[src/rtl/core/assert_macros.svh]
// ----------------------------------------------------------------------------
// assert_macros.svh
// Clocked assertion helpers, included by the top-level parser.
// ----------------------------------------------------------------------------
`ifndef ASSERT_MACROS_SVH
`define ASSERT_MACROS_SVH

// Check a property on every rising edge of clk, suspended while in reset.
`define HHFP_ASSERT(label, prop, msg) \
    label: assert property (@(posedge clk) disable iff (!rst_n) (prop)) \
        else $error(msg);

// Check that a condition seen at one edge leads to a consequence at the next.
`define HHFP_ASSERT_NEXT(label, cond, conseq, msg) \
    label: assert property (@(posedge clk) disable iff (!rst_n) (cond) |=> (conseq)) \
        else $error(msg);

`endif

[src/rtl/core/hhfp_pkg.sv]
// ----------------------------------------------------------------------------
// hhfp_pkg
// Types, codes and character classes for the header field parser.
// ----------------------------------------------------------------------------
package hhfp_pkg;

    localparam int unsigned MAX_FIELD_LEN_DEF = 4095;
    localparam int unsigned OUT_W             = 12;

    typedef enum logic [2:0] {
        ST_NAME   = 3'd0,
        ST_VSTART = 3'd1,
        ST_VALUE  = 3'd2,
        ST_CR     = 3'd3,
        ST_DONE   = 3'd4,
        ST_ERROR  = 3'd5
    } parse_state_t;

    typedef enum logic [1:0] {
        STAT_PROGRESS = 2'd0,
        STAT_OK       = 2'd1,
        STAT_FAIL     = 2'd2,
        STAT_IGNORED  = 2'd3
    } status_t;

    localparam logic [7:0] CH_COLON = 8'h3A;
    localparam logic [7:0] CH_CR    = 8'h0D;
    localparam logic [7:0] CH_LF    = 8'h0A;
    localparam logic [7:0] CH_TAB   = 8'h09;
    localparam logic [7:0] CH_SPACE = 8'h20;

    typedef struct packed {
        status_t            status;
        logic [OUT_W-1:0]   name_length;
        logic [OUT_W-1:0]   value_offset;
        logic [OUT_W-1:0]   value_length;
        logic [OUT_W-1:0]   byte_position;
    } result_t;

    function automatic logic is_token_char(logic [7:0] c);
        logic hit;
        hit = 1'b0;
        if ((c >= 8'h30 && c <= 8'h39) || (c >= 8'h41 && c <= 8'h5A) ||
            (c >= 8'h61 && c <= 8'h7A))
        begin
            hit = 1'b1;
        end
        else
        begin
            case (c)
                8'h21, 8'h23, 8'h24, 8'h25, 8'h26, 8'h27, 8'h2A,
                8'h2B, 8'h2D, 8'h2E, 8'h5E, 8'h5F, 8'h60, 8'h7C,
                8'h7E:   hit = 1'b1;
                default: hit = 1'b0;
            endcase
        end
        return hit;
    endfunction

    function automatic logic is_value_char(logic [7:0] c);
        return (c >= 8'h21 && c <= 8'h7E) || c[7];
    endfunction

    function automatic logic is_blank(logic [7:0] c);
        return c == CH_SPACE || c == CH_TAB;
    endfunction

    // Keep the low bits of a zero-extended count for an output field.
    function automatic logic [OUT_W-1:0] to_out(logic [31:0] v);
        return v[OUT_W-1:0];
    endfunction

endpackage

[src/rtl/core/hhfp_byte_if.sv]
// ----------------------------------------------------------------------------
// hhfp_byte_if
// Input channel: one header byte per beat plus a restart flag.
// ----------------------------------------------------------------------------
interface hhfp_byte_if;
    logic       valid;
    logic       ready;
    logic [7:0] byte_value;
    logic       clear;

    modport source (output valid, output byte_value, output clear, input ready);
    modport sink   (input valid, input byte_value, input clear, output ready);
endinterface

[src/rtl/core/hhfp_result_if.sv]
// ----------------------------------------------------------------------------
// hhfp_result_if
// Output channel: one parse result per beat.
// ----------------------------------------------------------------------------
interface hhfp_result_if;
    logic                       valid;
    logic                       ready;
    logic [1:0]                 status;
    logic [hhfp_pkg::OUT_W-1:0] name_length;
    logic [hhfp_pkg::OUT_W-1:0] value_offset;
    logic [hhfp_pkg::OUT_W-1:0] value_length;
    logic [hhfp_pkg::OUT_W-1:0] byte_position;

    modport source (output valid, output status, output name_length, output value_offset,
                    output value_length, output byte_position, input ready);
    modport sink   (input valid, input status, input name_length, input value_offset,
                    input value_length, input byte_position, output ready);
endinterface

[src/rtl/core/hhfp_step.sv]
// ----------------------------------------------------------------------------
// hhfp_step
// Next-state and result logic for one header byte.
// ----------------------------------------------------------------------------
module hhfp_step #(
    parameter int unsigned MAX_FIELD_LEN = hhfp_pkg::MAX_FIELD_LEN_DEF,
    parameter int unsigned PW            = $clog2(MAX_FIELD_LEN + 1)
) (
    input  logic [7:0]             byte_value,
    input  logic                   clear,
    input  hhfp_pkg::parse_state_t state_cur,
    input  logic [PW-1:0]          pos_cur,
    input  logic [PW-1:0]          name_cur,
    input  logic [PW-1:0]          vbegin_cur,
    input  logic [PW-1:0]          vend_cur,
    output hhfp_pkg::parse_state_t state_nxt,
    output logic [PW-1:0]          pos_nxt,
    output logic [PW-1:0]          name_nxt,
    output logic [PW-1:0]          vbegin_nxt,
    output logic [PW-1:0]          vend_nxt,
    output hhfp_pkg::result_t      result
);
    import hhfp_pkg::*;

    localparam logic [PW-1:0] POS_MAX = PW'(MAX_FIELD_LEN);

    parse_state_t  st;
    logic [PW-1:0] pos;
    logic [PW-1:0] nxt;
    logic [PW-1:0] vlen;
    logic          fail;
    status_t       status;

    always_comb
    begin
        // Restart ahead of this byte when clear is set.
        st         = clear ? ST_NAME : state_cur;
        pos        = clear ? '0 : pos_cur;
        name_nxt   = clear ? '0 : name_cur;
        vbegin_nxt = clear ? '0 : vbegin_cur;
        vend_nxt   = clear ? '0 : vend_cur;
        state_nxt  = st;
        pos_nxt    = pos;
        nxt        = pos + PW'(1);
        fail       = 1'b0;
        status     = STAT_PROGRESS;

        priority if (st != ST_NAME && st != ST_VSTART && st != ST_VALUE && st != ST_CR)
        begin
            status = STAT_IGNORED;
        end
        else if (pos >= POS_MAX)
        begin
            state_nxt = ST_ERROR;
            status    = STAT_FAIL;
        end
        else
        begin
            pos_nxt = nxt;
            unique case (st)
                ST_NAME:
                begin
                    if (is_token_char(byte_value))
                        name_nxt = nxt;
                    else if (byte_value == CH_COLON && name_nxt != '0)
                        state_nxt = ST_VSTART;
                    else
                        fail = 1'b1;
                end
                ST_VSTART:
                begin
                    if (is_blank(byte_value))
                    begin
                        state_nxt = ST_VSTART;
                    end
                    else if (is_value_char(byte_value))
                    begin
                        vend_nxt   = nxt;
                        vbegin_nxt = pos;
                        state_nxt  = ST_VALUE;
                    end
                    else if (byte_value == CH_CR)
                        state_nxt = ST_CR;
                    else
                        fail = 1'b1;
                end
                ST_VALUE:
                begin
                    if (is_value_char(byte_value))
                        vend_nxt = nxt;
                    else if (is_blank(byte_value))
                        state_nxt = ST_VALUE;
                    else if (byte_value == CH_CR)
                        state_nxt = ST_CR;
                    else
                        fail = 1'b1;
                end
                default:
                begin
                    if (byte_value == CH_LF)
                    begin
                        state_nxt = ST_DONE;
                        status    = STAT_OK;
                    end
                    else
                        fail = 1'b1;
                end
            endcase
            if (fail)
            begin
                state_nxt = ST_ERROR;
                status    = STAT_FAIL;
            end
        end

        vlen = (vbegin_nxt != '0 && vend_nxt >= vbegin_nxt) ? vend_nxt - vbegin_nxt : '0;

        result.status        = status;
        result.name_length   = to_out(32'(name_nxt));
        result.value_offset  = to_out(32'(vbegin_nxt));
        result.value_length  = to_out(32'(vlen));
        result.byte_position = to_out(32'(pos));
    end

endmodule

[src/rtl/core/http_header_field_parser.sv]
// ----------------------------------------------------------------------------
// http_header_field_parser
// Byte-serial checker for one HTTP header field line: name ':' OWS value OWS
// CR LF. Every byte beat yields one result beat carrying status (in progress,
// done on LF, error, ignored), name length, value offset, value length with
// trailing blanks dropped, and the byte's position in the line. The block
// takes one byte per cycle unless the output stalls: the parse state and
// counters update at the input handshake and the result lands in an output
// register in the same edge. Input ready follows the output register and the
// output ready, so a byte is taken whenever the result register is empty or
// being drained in that cycle. After done or error, bytes report "ignored"
// until a beat with clear set restarts the parse ahead of its own byte. The
// position counter stops at MAX_FIELD_LEN; a byte that arrives at that bound
// is an error. There is no reset sweep and no configuration.
// ----------------------------------------------------------------------------
`include "assert_macros.svh"

module http_header_field_parser #(
    parameter int unsigned MAX_FIELD_LEN = hhfp_pkg::MAX_FIELD_LEN_DEF
) (
    input  logic          clk,
    input  logic          rst_n,
    hhfp_byte_if.sink     byte_in,
    hhfp_result_if.source result_out
);
    import hhfp_pkg::*;

    localparam int unsigned   PW      = $clog2(MAX_FIELD_LEN + 1);
    localparam logic [PW-1:0] POS_MAX = PW'(MAX_FIELD_LEN);

    // Parse state and counters, updated only on an accepted byte beat.
    parse_state_t  state_reg,  state_next;
    logic [PW-1:0] pos_reg,    pos_next;
    logic [PW-1:0] name_reg,   name_next;
    logic [PW-1:0] vbegin_reg, vbegin_next;
    logic [PW-1:0] vend_reg,   vend_next;

    // Output register: valid is control, the payload needs no reset.
    logic          out_valid_reg;
    result_t       res_reg;
    result_t       res_next;

    logic          accept;

    // Take a byte whenever the result register is empty or frees up this cycle.
    assign byte_in.ready = !out_valid_reg || result_out.ready;
    assign accept        = byte_in.valid && byte_in.ready;

    hhfp_step #(
        .MAX_FIELD_LEN (MAX_FIELD_LEN),
        .PW            (PW)
    ) u_step (
        .byte_value (byte_in.byte_value),
        .clear      (byte_in.clear),
        .state_cur  (state_reg),
        .pos_cur    (pos_reg),
        .name_cur   (name_reg),
        .vbegin_cur (vbegin_reg),
        .vend_cur   (vend_reg),
        .state_nxt  (state_next),
        .pos_nxt    (pos_next),
        .name_nxt   (name_next),
        .vbegin_nxt (vbegin_next),
        .vend_nxt   (vend_next),
        .result     (res_next)
    );

    // Advance the parse on every accepted beat; hold otherwise.
    always_ff @(posedge clk or negedge rst_n)
    begin
        if (!rst_n)
        begin
            state_reg  <= ST_NAME;
            pos_reg    <= '0;
            name_reg   <= '0;
            vbegin_reg <= '0;
            vend_reg   <= '0;
        end
        else if (accept)
        begin
            state_reg  <= state_next;
            pos_reg    <= pos_next;
            name_reg   <= name_next;
            vbegin_reg <= vbegin_next;
            vend_reg   <= vend_next;
        end
    end

    // Output valid: set by an accepted beat, dropped once the result is taken.
    always_ff @(posedge clk or negedge rst_n)
    begin
        if (!rst_n)
            out_valid_reg <= 1'b0;
        else if (accept)
            out_valid_reg <= 1'b1;
        else if (result_out.ready)
            out_valid_reg <= 1'b0;
    end

    // Load the result payload alongside the state update.
    always_ff @(posedge clk)
    begin
        if (accept)
            res_reg <= res_next;
    end

    assign result_out.valid         = out_valid_reg;
    assign result_out.status        = res_reg.status;
    assign result_out.name_length   = res_reg.name_length;
    assign result_out.value_offset  = res_reg.value_offset;
    assign result_out.value_length  = res_reg.value_length;
    assign result_out.byte_position = res_reg.byte_position;

    // The position counter saturates at the bound.
    `HHFP_ASSERT(a_pos_bound, pos_reg <= POS_MAX, "position counter passed its bound")

    // Every accepted byte leaves a result waiting.
    `HHFP_ASSERT_NEXT(a_accept_result, accept, out_valid_reg,
        "accepted byte produced no result")

    // A byte in done or error without clear changes no counter.
    `HHFP_ASSERT_NEXT(a_ignored_hold,
        accept && !byte_in.clear && (state_reg == ST_DONE || state_reg == ST_ERROR),
        $stable(pos_reg) && $stable(name_reg) && $stable(vend_reg),
        "ignored byte changed parser state")

    // A failing byte always parks the parser in error.
    `HHFP_ASSERT_NEXT(a_fail_state, accept,
        res_reg.status != STAT_FAIL || state_reg == ST_ERROR,
        "error status without error state")

endmodule
[src/flat_wrapper.sv]
// flat-port wrapper written by rule: the top's interface ports become plain ports
module http_header_field_parser_flat import hhfp_pkg::*;
#(
    parameter int unsigned MAX_FIELD_LEN = hhfp_pkg::MAX_FIELD_LEN_DEF
)
  (clk, rst_n, byte_in_valid, byte_in_byte_value, byte_in_clear, byte_in_ready, result_out_valid, result_out_status, result_out_name_length, result_out_value_offset, result_out_value_length, result_out_byte_position, result_out_ready);
  hhfp_byte_if byte_in_i ();
  hhfp_result_if result_out_i ();
  input  logic clk;
  input  logic rst_n;
  input wire logic [$bits(byte_in_i.valid)-1:0] byte_in_valid;
  input wire logic [$bits(byte_in_i.byte_value)-1:0] byte_in_byte_value;
  input wire logic [$bits(byte_in_i.clear)-1:0] byte_in_clear;
  output wire logic [$bits(byte_in_i.ready)-1:0] byte_in_ready;
  output wire logic [$bits(result_out_i.valid)-1:0] result_out_valid;
  output wire logic [$bits(result_out_i.status)-1:0] result_out_status;
  output wire logic [$bits(result_out_i.name_length)-1:0] result_out_name_length;
  output wire logic [$bits(result_out_i.value_offset)-1:0] result_out_value_offset;
  output wire logic [$bits(result_out_i.value_length)-1:0] result_out_value_length;
  output wire logic [$bits(result_out_i.byte_position)-1:0] result_out_byte_position;
  input wire logic [$bits(result_out_i.ready)-1:0] result_out_ready;
  assign byte_in_i.valid = byte_in_valid;
  assign byte_in_i.byte_value = byte_in_byte_value;
  assign byte_in_i.clear = byte_in_clear;
  assign byte_in_ready = byte_in_i.ready;
  assign result_out_valid = result_out_i.valid;
  assign result_out_status = result_out_i.status;
  assign result_out_name_length = result_out_i.name_length;
  assign result_out_value_offset = result_out_i.value_offset;
  assign result_out_value_length = result_out_i.value_length;
  assign result_out_byte_position = result_out_i.byte_position;
  assign result_out_i.ready = result_out_ready;
  http_header_field_parser #(.MAX_FIELD_LEN(MAX_FIELD_LEN)) u_core (.clk(clk), .rst_n(rst_n), .byte_in(byte_in_i), .result_out(result_out_i));
endmodule
[config.mk]
export PLATFORM = sky130hd
export DESIGN_NAME = http_header_field_parser_flat
export DESIGN_NICKNAME = d
export VERILOG_FILES = /design/src/rtl/core/hhfp_pkg.sv /design/src/rtl/core/hhfp_byte_if.sv /design/src/rtl/core/hhfp_result_if.sv /design/src/rtl/core/hhfp_step.sv /design/src/rtl/core/http_header_field_parser.sv /design/src/flat_wrapper.sv
export VERILOG_INCLUDE_DIRS = /design/src /design/src/rtl/core
export SDC_FILE = /design/constraint.sdc
export NUM_CORES = 1
export LEC_CHECK = 0
export BUFFER_PORTS_ARGS = -buffer_cell sky130_fd_sc_hd__buf_2
export CORE_MARGIN = 5
export CORE_UTILIZATION = 55
export DETAILED_ROUTE_END_ITERATION = 12
export GPL_TIMING_DRIVEN = 0
export PLACE_DENSITY = 0.75
export SLEW_MARGIN = 20
export SYNTH_ARGS = -nofsm -noshare
export SYNTH_HDL_FRONTEND = slang
export SYNTH_HIERARCHICAL = 1
export SYNTH_SLANG_ARGS = --single-unit
export TNS_END_PERCENT = 20
[constraint.sdc]
create_clock -name clk -period 7.9 [get_ports clk]
set_input_delay 2.37 -clock clk [delete_from_list [all_inputs] [get_ports clk]]
set_output_delay 2.37 -clock clk [all_outputs]
set_load 0.01 [all_outputs]
# ---- After elaboration in Yosys (flattened, before gate mapping)
# Cells that the tools add are included.
dict set report op_classes {
  addsub 2
  n_lt_le_gt_ge 10
  n_eq_ne 25
  mux 55
  n_reduce_logical 24
}
# cell n
set op_table {}
lappend op_table {{12-bit two-way mux} 19}
lappend op_table {{8-bit by 6-bit equality test with 1-bit output (second input constant)} 12}
lappend op_table {{8-bit by 7-bit equality test with 1-bit output (second input constant)} 5}
lappend op_table {{3-bit two-way mux} 12}
lappend op_table {{8-bit by 4-bit equality test with 1-bit output (second input constant)} 3}
lappend op_table {{8-bit by 7-bit less-or-equal comparator with 1-bit output (second input constant)} 3}
lappend op_table {{12-bit case mux with 2 select lines} 1}
lappend op_table {{12-bit nonzero test} 2}
lappend op_table {{1-bit two-way mux} 21}
lappend op_table {{8-bit by 6-bit greater-or-equal comparator with 1-bit output (second input constant)} 2}
lappend op_table {{8-bit by 7-bit greater-or-equal comparator with 1-bit output (second input constant)} 2}
lappend op_table {{15-bit OR reduction} 1}
lappend op_table {{12-bit by 1-bit adder with 12-bit output (second input constant)} 1}
lappend op_table {{12-bit greater-or-equal comparator} 1}
lappend op_table {{12-bit greater-or-equal comparator (second input constant)} 1}
lappend op_table {{12-bit subtractor} 1}
lappend op_table {{1-bit logical AND} 10}
lappend op_table {{3-bit case mux with 3 select lines} 1}
lappend op_table {{8-bit by 6-bit less-or-equal comparator with 1-bit output (second input constant)} 1}
lappend op_table {{3-bit by 2-bit inequality test with 1-bit output (second input constant)} 2}
lappend op_table {{3-bit OR reduction} 2}
lappend op_table {{1-bit logical OR} 5}
lappend op_table {{3-bit by 1-bit equality test with 1-bit output (second input constant)} 1}
lappend op_table {{3-bit by 2-bit equality test with 1-bit output (second input constant)} 1}
lappend op_table {{6 further kinds} 6}
dict set report totals {
  ff_bits 102
  inputBits 13
  output_inout_bits 52
  word_cells 128
}

# ---- Depth between registers and ports, before layout
# Gate-level depths: netlist of the first run.
dict set report depth {
  depth_word 15
  depth_mapped 21
  ltp_nobuf 17
}

# ---- By module
# The synthesis of the first run kept the hierarchy.
# mod instances cells_per_inst area_each_um2 seq_area_each_um2
set modules_own_cells {}
lappend modules_own_cells {http_header_field_parser 1 162 3652.3 2802.7}
lappend modules_own_cells {hhfp_step 1 389 2533.7 0.0}

# ---- Worst setup path before layout of the first run
# Ideal clock, no wire load.
dict set report synth_timing {
  kind {input to register}
  from {input byte_in_clear}
  to {register u_core.res_reg, in the netlist u_core/result_out.value_length[2] (data pin)}
  setup_time_ns 0.266
  t_arrival_ns 6.261
  required_ns 7.634
  setup_slack_ns 1.373
  cell_stages 20
  n_path_buf 6
  path_cell_list {buf_6 -> clkbuf_1 -> clkbuf_1 -> nor2b_1 -> ha_1 -> nand3_2 -> nor4_2 -> and3b_1 -> buf_6 -> buf_12 -> mux2i_1 -> or2_1 -> ha_1 -> nor2b_1 -> o31a_1 -> o41ai_1 -> a21oi_1 -> o21ai_2 -> buf_6 -> nor3_4}
}
# element line_no
set synth_rtl {}
lappend synth_rtl {{start: declaration} flat_wrapper.sv:13} ;# input wire logic [$bits(byte_in_i.clear)-1:0] byte_in_clear;
lappend synth_rtl {{end signal: assignment} http_header_field_parser.sv:104} ;# res_reg <= res_next;
lappend synth_rtl {{end: declaration} http_header_field_parser.sv:40} ;# result_t res_reg;

==> results of run 1 <==
through the flow:
stage | cells | cell area [um2] | util (%) | power [mW] | hold WS, ns
after floorplan | 551 | 6186 | - | 0.8215 | 0.4734
after CTS | 767 | 6999 | 64.00 | 1.375 | 0.5064
after global routing | 767 | 6999 | 64.00 | 1.429 | 0.5239
after global placement | 750 | 6656 | 60.87 | 0.8904 | 0.4867
after detailed placement | 751 | 6679 | 61.08 | 0.8970 | 0.4855
final | 767 | 6999 | 64.00 | 1.370 | 0.5088
path summary, 6_finish.rpt:
kind,startpoint,end,slack (ns),depth (start not counted)
max in group asynchronous,rst_n,u_core/name_reg[8]$_DFFE_PN0P_,5.37,1
setup / recovery,byte_in_clear,u_core/result_out.value_length[3]$_DFFE_PP_,0.60,19
hold reg to reg,u_core/pos_reg[4]$_DFFE_PN0P_,u_core/pos_reg[4]$_DFFE_PN0P_,0.51,1
hold / removal,u_core/pos_reg[4]$_DFFE_PN0P_,u_core/pos_reg[4]$_DFFE_PN0P_,0.51,1
setup reg to reg,u_core/pos_reg[0]$_DFFE_PN0P_,u_core/result_out.value_length[3]$_DFFE_PP_,2.87,16
min in group asynchronous,rst_n,u_core/vbegin_reg[10]$_DFFE_PN0P_,2.07,1
metal layers:
layer	routed length, um	global-route usage, %	up-vias
met3	890	3.916	24
met5	0	0	-
met2	6739	35.56	168
met1	6322	30.09	2149
met4	299	7.579	0
li1	-	-	2112
cell usage after synthesis, drive strengths merged (2+ instances only):
cell type / instances / share of area (%)
a211oi: 3 / 0.44
nand2: 22 / 1.5
nor3b: 4 / 0.49
nand3: 23 / 1.9
a21oi: 15 / 1.2
o32ai: 2 / 0.28
and3: 4 / 0.40
a41oi: 2 / 0.28
mux2: 54 / 13
nor2: 36 / 2.2
o21a: 3 / 0.36
nor3: 11 / 1.1
inv: 20 / 1.2
a21o: 4 / 0.49
xor2: 5 / 0.71
and3b: 2 / 0.28
dfrtp: 52 / 21
nand4: 7 / 0.71
xnor2: 17 / 2.4
o21ai: 34 / 2.8
o22ai: 2 / 0.20
buf: 40 / 5.3
o31a: 2 / 0.28
or2: 12 / 1.3
or3: 2 / 0.20
edfxtp: 50 / 24
ha: 13 / 2.6
o211ai: 8 / 0.97
a22o: 2 / 0.28
nor2b: 21 / 2.1
nand2b: 13 / 1.4
a31oi: 6 / 0.61
mux2i: 20 / 3.2
nor4: 10 / 1.4
nand3b: 2 / 0.24
clkbuf: 14 / 0.85
kinds of logic after synthesis:
| group | count (synthesis) | share of synthesized area, % |
|---|---|---|
| mux | 74 | 16.10 |
| simple gates | 175 | 16.02 |
| xor+xnor | 22 | 3.115 |
| compound gates | 90 | 9.183 |
| flops | 102 | 45.31 |
| fa+ha+maj | 14 | 2.953 |
| buf+inv | 74 | 7.322 |
layout make-up:
type,count,share of cell area (%)
sequential,102,40.04
tap,140,2.503
clock inverter,6,1.305
timing repair buffer,60,4.541
inverter,20,1.073
clock buffer,10,3.271
multi-input combinational,375,41.87
buffer,54,5.399
power groups by stage:
stage / Combinational (mW) / Sequential (mW) / Clock (mW)
floorplan: 0.195 / 0.627 / 0
global placement: 0.267 / 0.623 / 0
detailed placement: 0.273 / 0.624 / 0
CTS: 0.275 / 0.613 / 0.487
global route: 0.302 / 0.617 / 0.510
finish: 0.277 / 0.614 / 0.479
==> metrics.md, run 1 <==
| Metric | Value |
|---|---|
| Outcome | `completed` |
| RSZ-0062 raised after global routing | `false` |
| Final Cycle Share | `92.37%` |
| CP top delay family | `simple AND/OR/NAND/NOR gates` |
| Most common cell after layout, fill and taps aside | `buf_2` |
| Setup TNS | `0 ns` |
| Worst path bufs/invs | `4` |
| Routed WL per cell | `18.58 um` |
| Psw | `0.3785 mW` |
| Worst hold-check path type | `reg -> reg` |
| Lkg Pwr | `3.201 nW` |
| Minimum clock period after layout | `7.297 ns` |
| MaxCap Viol Count | `0` |
| Worst path required time | `7.99 ns` |
| Vias in the first global route | `4408` |
| PortBufs | `59` |
| Starting density of the core | `56.57%` |
| Worst path max stage delay | `0.48 ns` |
| Switching part of the total | `27.63%` |
| CTS Hold Buffers Added | `0` |
| First-pass DRT Iterations | `5` |
| Grt total ovfl | `0` |
| Syn Inst Count | `551` |
| # resized after CTS | `0` |
| Relative slew slack | `54.08%` |
| VDD IR max | `0.1292 mV` |
| Detail Placement HPWL | `10470 um` |
| # clock sinks | `102` |
| Cell area power density | `195.7 nW/um2` |
| Hold Violations, Final | `0` |
| Sequential share of power | `44.8%` |
| Layout net count | `649` |
| Post-synth EDFFs | `50` |
| Setup WS post-layout | `0.6031 ns` |
| Area of the core | `10940 um2` |
| Root Buffer | `clkbuf_16` |
| Largest net degree at the start of global routing | `53` |
| Antenna-violating nets left | `0` |
| Worst-path fanout max | `10` |
| Area of the multi-input gates | `2930 um2` |
| Initial DRC Count | `319` |
| CTS clock-pin slew for the worst setup and hold paths | `0.07 ns` |
| # rows | `38` |
| Main synth FF type | `dfrtp_1` |
| Vias | `4453` |
| Storage cell area | `2803 um2` |
| Area grow syn2layout | `13.15%` |
| F_max | `137.0 MHz` |
| Longest Clk Path Bufs | `2` |
| CTS tree | `built` |
| # fillers | `888` |
| Critical-path top delay cell | `nor2_1` |
| Mean post-synth cell area | `11.23 um2` |
| Critical Path AT | `7.38 ns` |
| Die width | `116.1 um` |
| Worst-Margin Slew | `0.6888 ns` |
| Library cells used by synthesis | `66` |
| Clk Latency, worst-skew pair | `0.34 ns` |
| Antenna cell count | `0` |
| Mapped Area | `6186 um2` |
| Ys Warns | `6` |
| Remaining DRCs | `0` |
| Routed Wire Length | `14250 um` |
| CP Class | `in -> reg` |
| Final Max Slew Viols | `0` |
| Syn_nets | `578` |
| Ys async rst share | `50.98%` |
| Final setup fails | `0` |
| Share of layout cells above drive strength 1 | `29.51%` |
| Number of I/O pins | `65` |
| Gr usage total | `22.01%` |
| CTS H-Tree Depth | `3` |
| Gate power share | `20.2%` |
| Postcts setup bufs | `0` |
| Die area | `13470 um2` |
| Fin Clk Skew | `0.006578 ns` |
| Commonest non-fill, non-tap cells in the layout | `buf_2, dfrtp_1, mux2_4, edfxtp_1, nor2_1` |
| #FFs+latches synth | `102` |
| Crit path cell chain | `buf_6 -> clkbuf_1 -> clkbuf_1 -> nor2b_1 -> ha_1 -> nand3_2 -> nor4_2 -> nor2_1 -> nor2_1 -> o32ai_1 -> o2bb2ai_1 -> ha_1 -> nor2b_1 -> o31a_1 -> o41ai_1 -> a21oi_1 -> o21ai_2 -> buf_6 -> a211oi_2` |
| Cell Int Power | `0.9914 mW` |
| Setup crit end kind | `register` |
| Die H | `116.1 um` |
| Startpoint types | `input pin` |
| Sequential area share after synthesis | `45.31%` |
| RePlAce Congestion | `0.8890` |
| Pre-CTS setup slack | `0.3641 ns` |
| Cts bufs inserted | `9` |
| Initial antenna violation count | `0` |
| First-pass GRT wire length | `22830 um` |
| Vias/cell | `5.806` |
| Clock share of power | `35.0%` |
Power figures use the tool's default switching activity.
==> run 2: changes to the inputs <==
--- a/config.mk
+++ b/config.mk
@@ -7,11 +7,13 @@
 export NUM_CORES = 1
 export LEC_CHECK = 0
 export BUFFER_PORTS_ARGS = -buffer_cell sky130_fd_sc_hd__buf_2
+export CELL_PAD_IN_SITES_DETAIL_PLACEMENT = 1
+export CELL_PAD_IN_SITES_GLOBAL_PLACEMENT = 2
 export CORE_MARGIN = 5
-export CORE_UTILIZATION = 55
+export CORE_UTILIZATION = 43
 export DETAILED_ROUTE_END_ITERATION = 12
 export GPL_TIMING_DRIVEN = 0
-export PLACE_DENSITY = 0.75
+export PLACE_DENSITY_LB_ADDON = 0.1
 export SLEW_MARGIN = 20
 export SYNTH_ARGS = -nofsm -noshare
 export SYNTH_HDL_FRONTEND = slang
==> run 2 against run 1 <==
Net effect:
- count of clock-buffer cells in the layout is the same
- total power grew 1.2%
- cell count grew 5.2%
- die area grew 25%
- via count grew 0.65%
- utilization shrank 14 points
- final area grew 0.84%
- sequential power is essentially flat
- global-route usage shrank 1.6 points
- fmax shrank 0.95%
- critical path depth is the same
- largest power group unchanged
==> metrics.md, run 2 (synthesis gave the netlist of run 1 again) <==
| Metric | Value |
|---|---|
| Outcome | `completed (unchanged)` |
| Vias in the first global route | `4701 (was 4408)` |
| Root Buffer | `clkbuf_16 (unchanged)` |
| MaxCap Viol Count | `0 (unchanged)` |
| Hold Violations, Final | `0 (unchanged)` |
| Relative slew slack | `50.69% (was 54.08%)` |
| CTS clock-pin slew for the worst setup and hold paths | `0.07 ns (about the same)` |
| Remaining DRCs | `0 (unchanged)` |
| Cts bufs inserted | `9 (unchanged)` |
| Pre-CTS setup slack | `-0.07190 ns (was 0.3641 ns)` |
| Routed WL per cell | `20.59 um (was 18.58 um)` |
| Layout net count | `649 (unchanged)` |
| Share of layout cells above drive strength 1 | `29.82% (was 29.51%)` |
| CP Class | `in -> reg (unchanged)` |
| Setup crit end kind | `register (unchanged)` |
| Startpoint types | `input pin (unchanged)` |
| Final Cycle Share | `93.25% (was 92.37%)` |
| PortBufs | `59 (unchanged)` |
| Area grow syn2layout | `14.10% (was 13.15%)` |
| Crit path cell chain | `buf_6 -> clkbuf_1 -> clkbuf_1 -> nor2b_2 -> ha_1 -> nand3_2 -> nor4_2 -> nor2_1 -> nor2_1 -> o32ai_1 -> o2bb2ai_1 -> ha_1 -> nor2b_1 -> o31a_1 -> o41ai_1 -> a21oi_1 -> o21ai_2 -> buf_6 -> a211oi_2 (was buf_6 -> clkbuf_1 -> clkbuf_1 -> nor2b_1 -> ha_1 -> nand3_2 -> nor4_2 -> nor2_1 -> nor2_1 -> o32ai_1 -> o2bb2ai_1 -> ha_1 -> nor2b_1 -> o31a_1 -> o41ai_1 -> a21oi_1 -> o21ai_2 -> buf_6 -> a211oi_2)` |
| # resized after CTS | `0 (unchanged)` |
| Worst hold-check path type | `reg -> reg (unchanged)` |
| Longest Clk Path Bufs | `2 (unchanged)` |
| Die area | `16880 um2 (was 13470 um2)` |
| RSZ-0062 raised after global routing | `false (unchanged)` |
| Finished Cell Area | `7058 um2 (was 6999 um2)` |
| Setup WS post-layout | `0.5332 ns (was 0.6031 ns)` |
| Final std cells w/o fill | `807 (was 767)` |
| Detail Placement HPWL | `12270 um (was 10470 um)` |
| Largest net degree at the start of global routing | `53 (unchanged)` |
| First-pass GRT wire length | `26110 um (was 22830 um)` |
| Antenna-violating nets left | `0 (unchanged)` |
| Area of the core | `13990 um2 (was 10940 um2)` |
| CTS tree | `built (unchanged)` |
| # clock sinks | `102 (unchanged)` |
| Worst path bufs/invs | `4 (unchanged)` |
| Critical-path top delay cell | `nor2_1 (unchanged)` |
| First-pass DRT Iterations | `5 (unchanged)` |
| Final Max Slew Viols | `0 (unchanged)` |
| F_max | `135.7 MHz (was 137.0 MHz)` |
| Worst path max stage delay | `0.52 ns (was 0.48 ns)` |
| Antenna cell count | `0 (unchanged)` |
| Clk Latency, worst-skew pair | `0.36 ns (was 0.34 ns)` |
| Postcts setup bufs | `0 (unchanged)` |
| Worst-Margin Slew | `0.7397 ns (was 0.6888 ns)` |
| Die width | `129.9 um (was 116.1 um)` |
| Worst-path fanout max | `10 (unchanged)` |
| Final setup fails | `0 (unchanged)` |
| VDD IR max | `0.1777 mV (was 0.1292 mV)` |
| Critical Path AT | `7.46 ns (was 7.38 ns)` |
| CTS H-Tree Depth | `3 (unchanged)` |
| # rows | `43 (was 38)` |
| Most common cell after layout, fill and taps aside | `buf_2 (unchanged)` |
| Vias/cell | `5.554 (was 5.806)` |
| RePlAce Congestion | `0.8334 (was 0.8890)` |
| Min Hold Slack | `0.5102 ns (was 0.5088 ns)` |
| Gr usage total | `20.38% (was 22.01%)` |
| Fin Clk Skew | `0.007596 ns (was 0.006578 ns)` |
| Routed Wire Length | `16620 um (was 14250 um)` |
| CTS Hold Buffers Added | `0 (unchanged)` |
| Grt total ovfl | `0 (unchanged)` |
| Vias | `4482 (was 4453)` |
| Number of I/O pins | `65 (unchanged)` |
| Initial antenna violation count | `0 (unchanged)` |
| Die H | `129.9 um (was 116.1 um)` |
| Minimum clock period after layout | `7.367 ns (was 7.297 ns)` |
| Commonest non-fill, non-tap cells in the layout | `buf_2, dfrtp_1, mux2_4, edfxtp_1, nor2_1 (unchanged)` |
| Worst path required time | `7.99 ns (about the same)` |
| Initial DRC Count | `273 (was 319)` |
| Lkg Pwr | `3.208 nW (was 3.201 nW)` |
| Starting density of the core | `44.22% (was 56.57%)` |
| CP top delay family | `simple AND/OR/NAND/NOR gates (unchanged)` |
| Placed insts | `791 (was 751)` |
| Placed cell areas | `6729 um2 (was 6679 um2)` |
| R2R setup slack | `2.85 ns (was 2.87 ns)` |
| Cell area power density | `196.4 nW/um2 (was 195.7 nW/um2)` |
==> run 2: changes by cell type in the layout (fill, tap and decap cells not counted) <==
cell	before	now
inv_8	0	1
inv_4	1	0
inv_6	2	1
bufinv_16	2	1
clkinv_4	0	3
clkbuf_16	9	10
nor2b_1	21	20
nor2b_2	0	1
clkinvlp_4	1	0
clkbuf_1	15	14
==> run 2: cell type report <==
cell class	instances	area (um2)
Buffer	54	377.9
Inverter	20	75.07
Clock inverter	6	76.32
Fill cell	1555	6930
Timing Repair Buffer	60	317.8
Multi-Input combinational cell	375	2933
Sequential cell	102	2803
Tap cell	180	225.2
Clock buffer	10	250.2
==> run 2: where the power goes <==
| part | switching, mW | leakage [nW] | internal, mW |
|---|---|---|---|
| logic | 0.165 | 1.84 | 0.121 |
| clock network | 0.215 | 0.160 | 0.270 |
| registers | 0.0241 | 1.21 | 0.590 |
| total | 0.404 | 3.21 | 0.982 |
==> run 2: per-stage QoR <==
| step | power (mW) | util (%) | TNS (ns) |
|---|---|---|---|
| 2_1_floorplan | 0.8215 | - | 0 |
| 3_5_place_dp | 0.9132 | 48.10 | -0.5721 |
| 3_3_place_gp | 0.9024 | 47.94 | 0 |
| 5_1_grt | 1.451 | 50.46 | 0 |
| 6_report | 1.387 | 50.46 | 0 |
| 4_1_cts | 1.404 | 50.44 | 0 |
==> run 2: per-layer routing <==
layer  GRT usage, %  part of all wire (%)
met4          5.562                   1.3
met1          28.44                    48
met5              0                     0
met2          32.94                    47
met3          3.479                   3.5
==> run 2: final timing paths <==
kind	startpoint	end	cells past startpoint
setup / recovery	byte_in_clear	u_core/result_out.value_length[3]$_DFFE_PP_	19
hold / removal	u_core/state_reg[1]$_DFFE_PN0P_	u_core/state_reg[1]$_DFFE_PN0P_	1
setup reg to reg	u_core/pos_reg[0]$_DFFE_PN0P_	u_core/result_out.value_length[3]$_DFFE_PP_	16
hold reg to reg	u_core/state_reg[1]$_DFFE_PN0P_	u_core/state_reg[1]$_DFFE_PN0P_	1
max in group asynchronous	rst_n	u_core/vbegin_reg[2]$_DFFE_PN0P_	1
min in group asynchronous	rst_n	u_core/name_reg[5]$_DFFE_PN0P_	1
==> run 2: worst register-to-register path, cell delays in order, from the launching register on <==
cell       delay (ns)
dfrtp_1          0.44
nor2b_2          0.40
ha_1             0.29
nand3_2          0.20
nor4_2           0.47
nor2_1           0.07
nor2_1           0.52
o32ai_1          0.17
o2bb2ai_1        0.24
ha_1             0.40
nor2b_1          0.20
o31a_1           0.30
o41ai_1          0.41
a21oi_1          0.15
o21ai_2          0.27
buf_6            0.20
a211oi_2         0.05
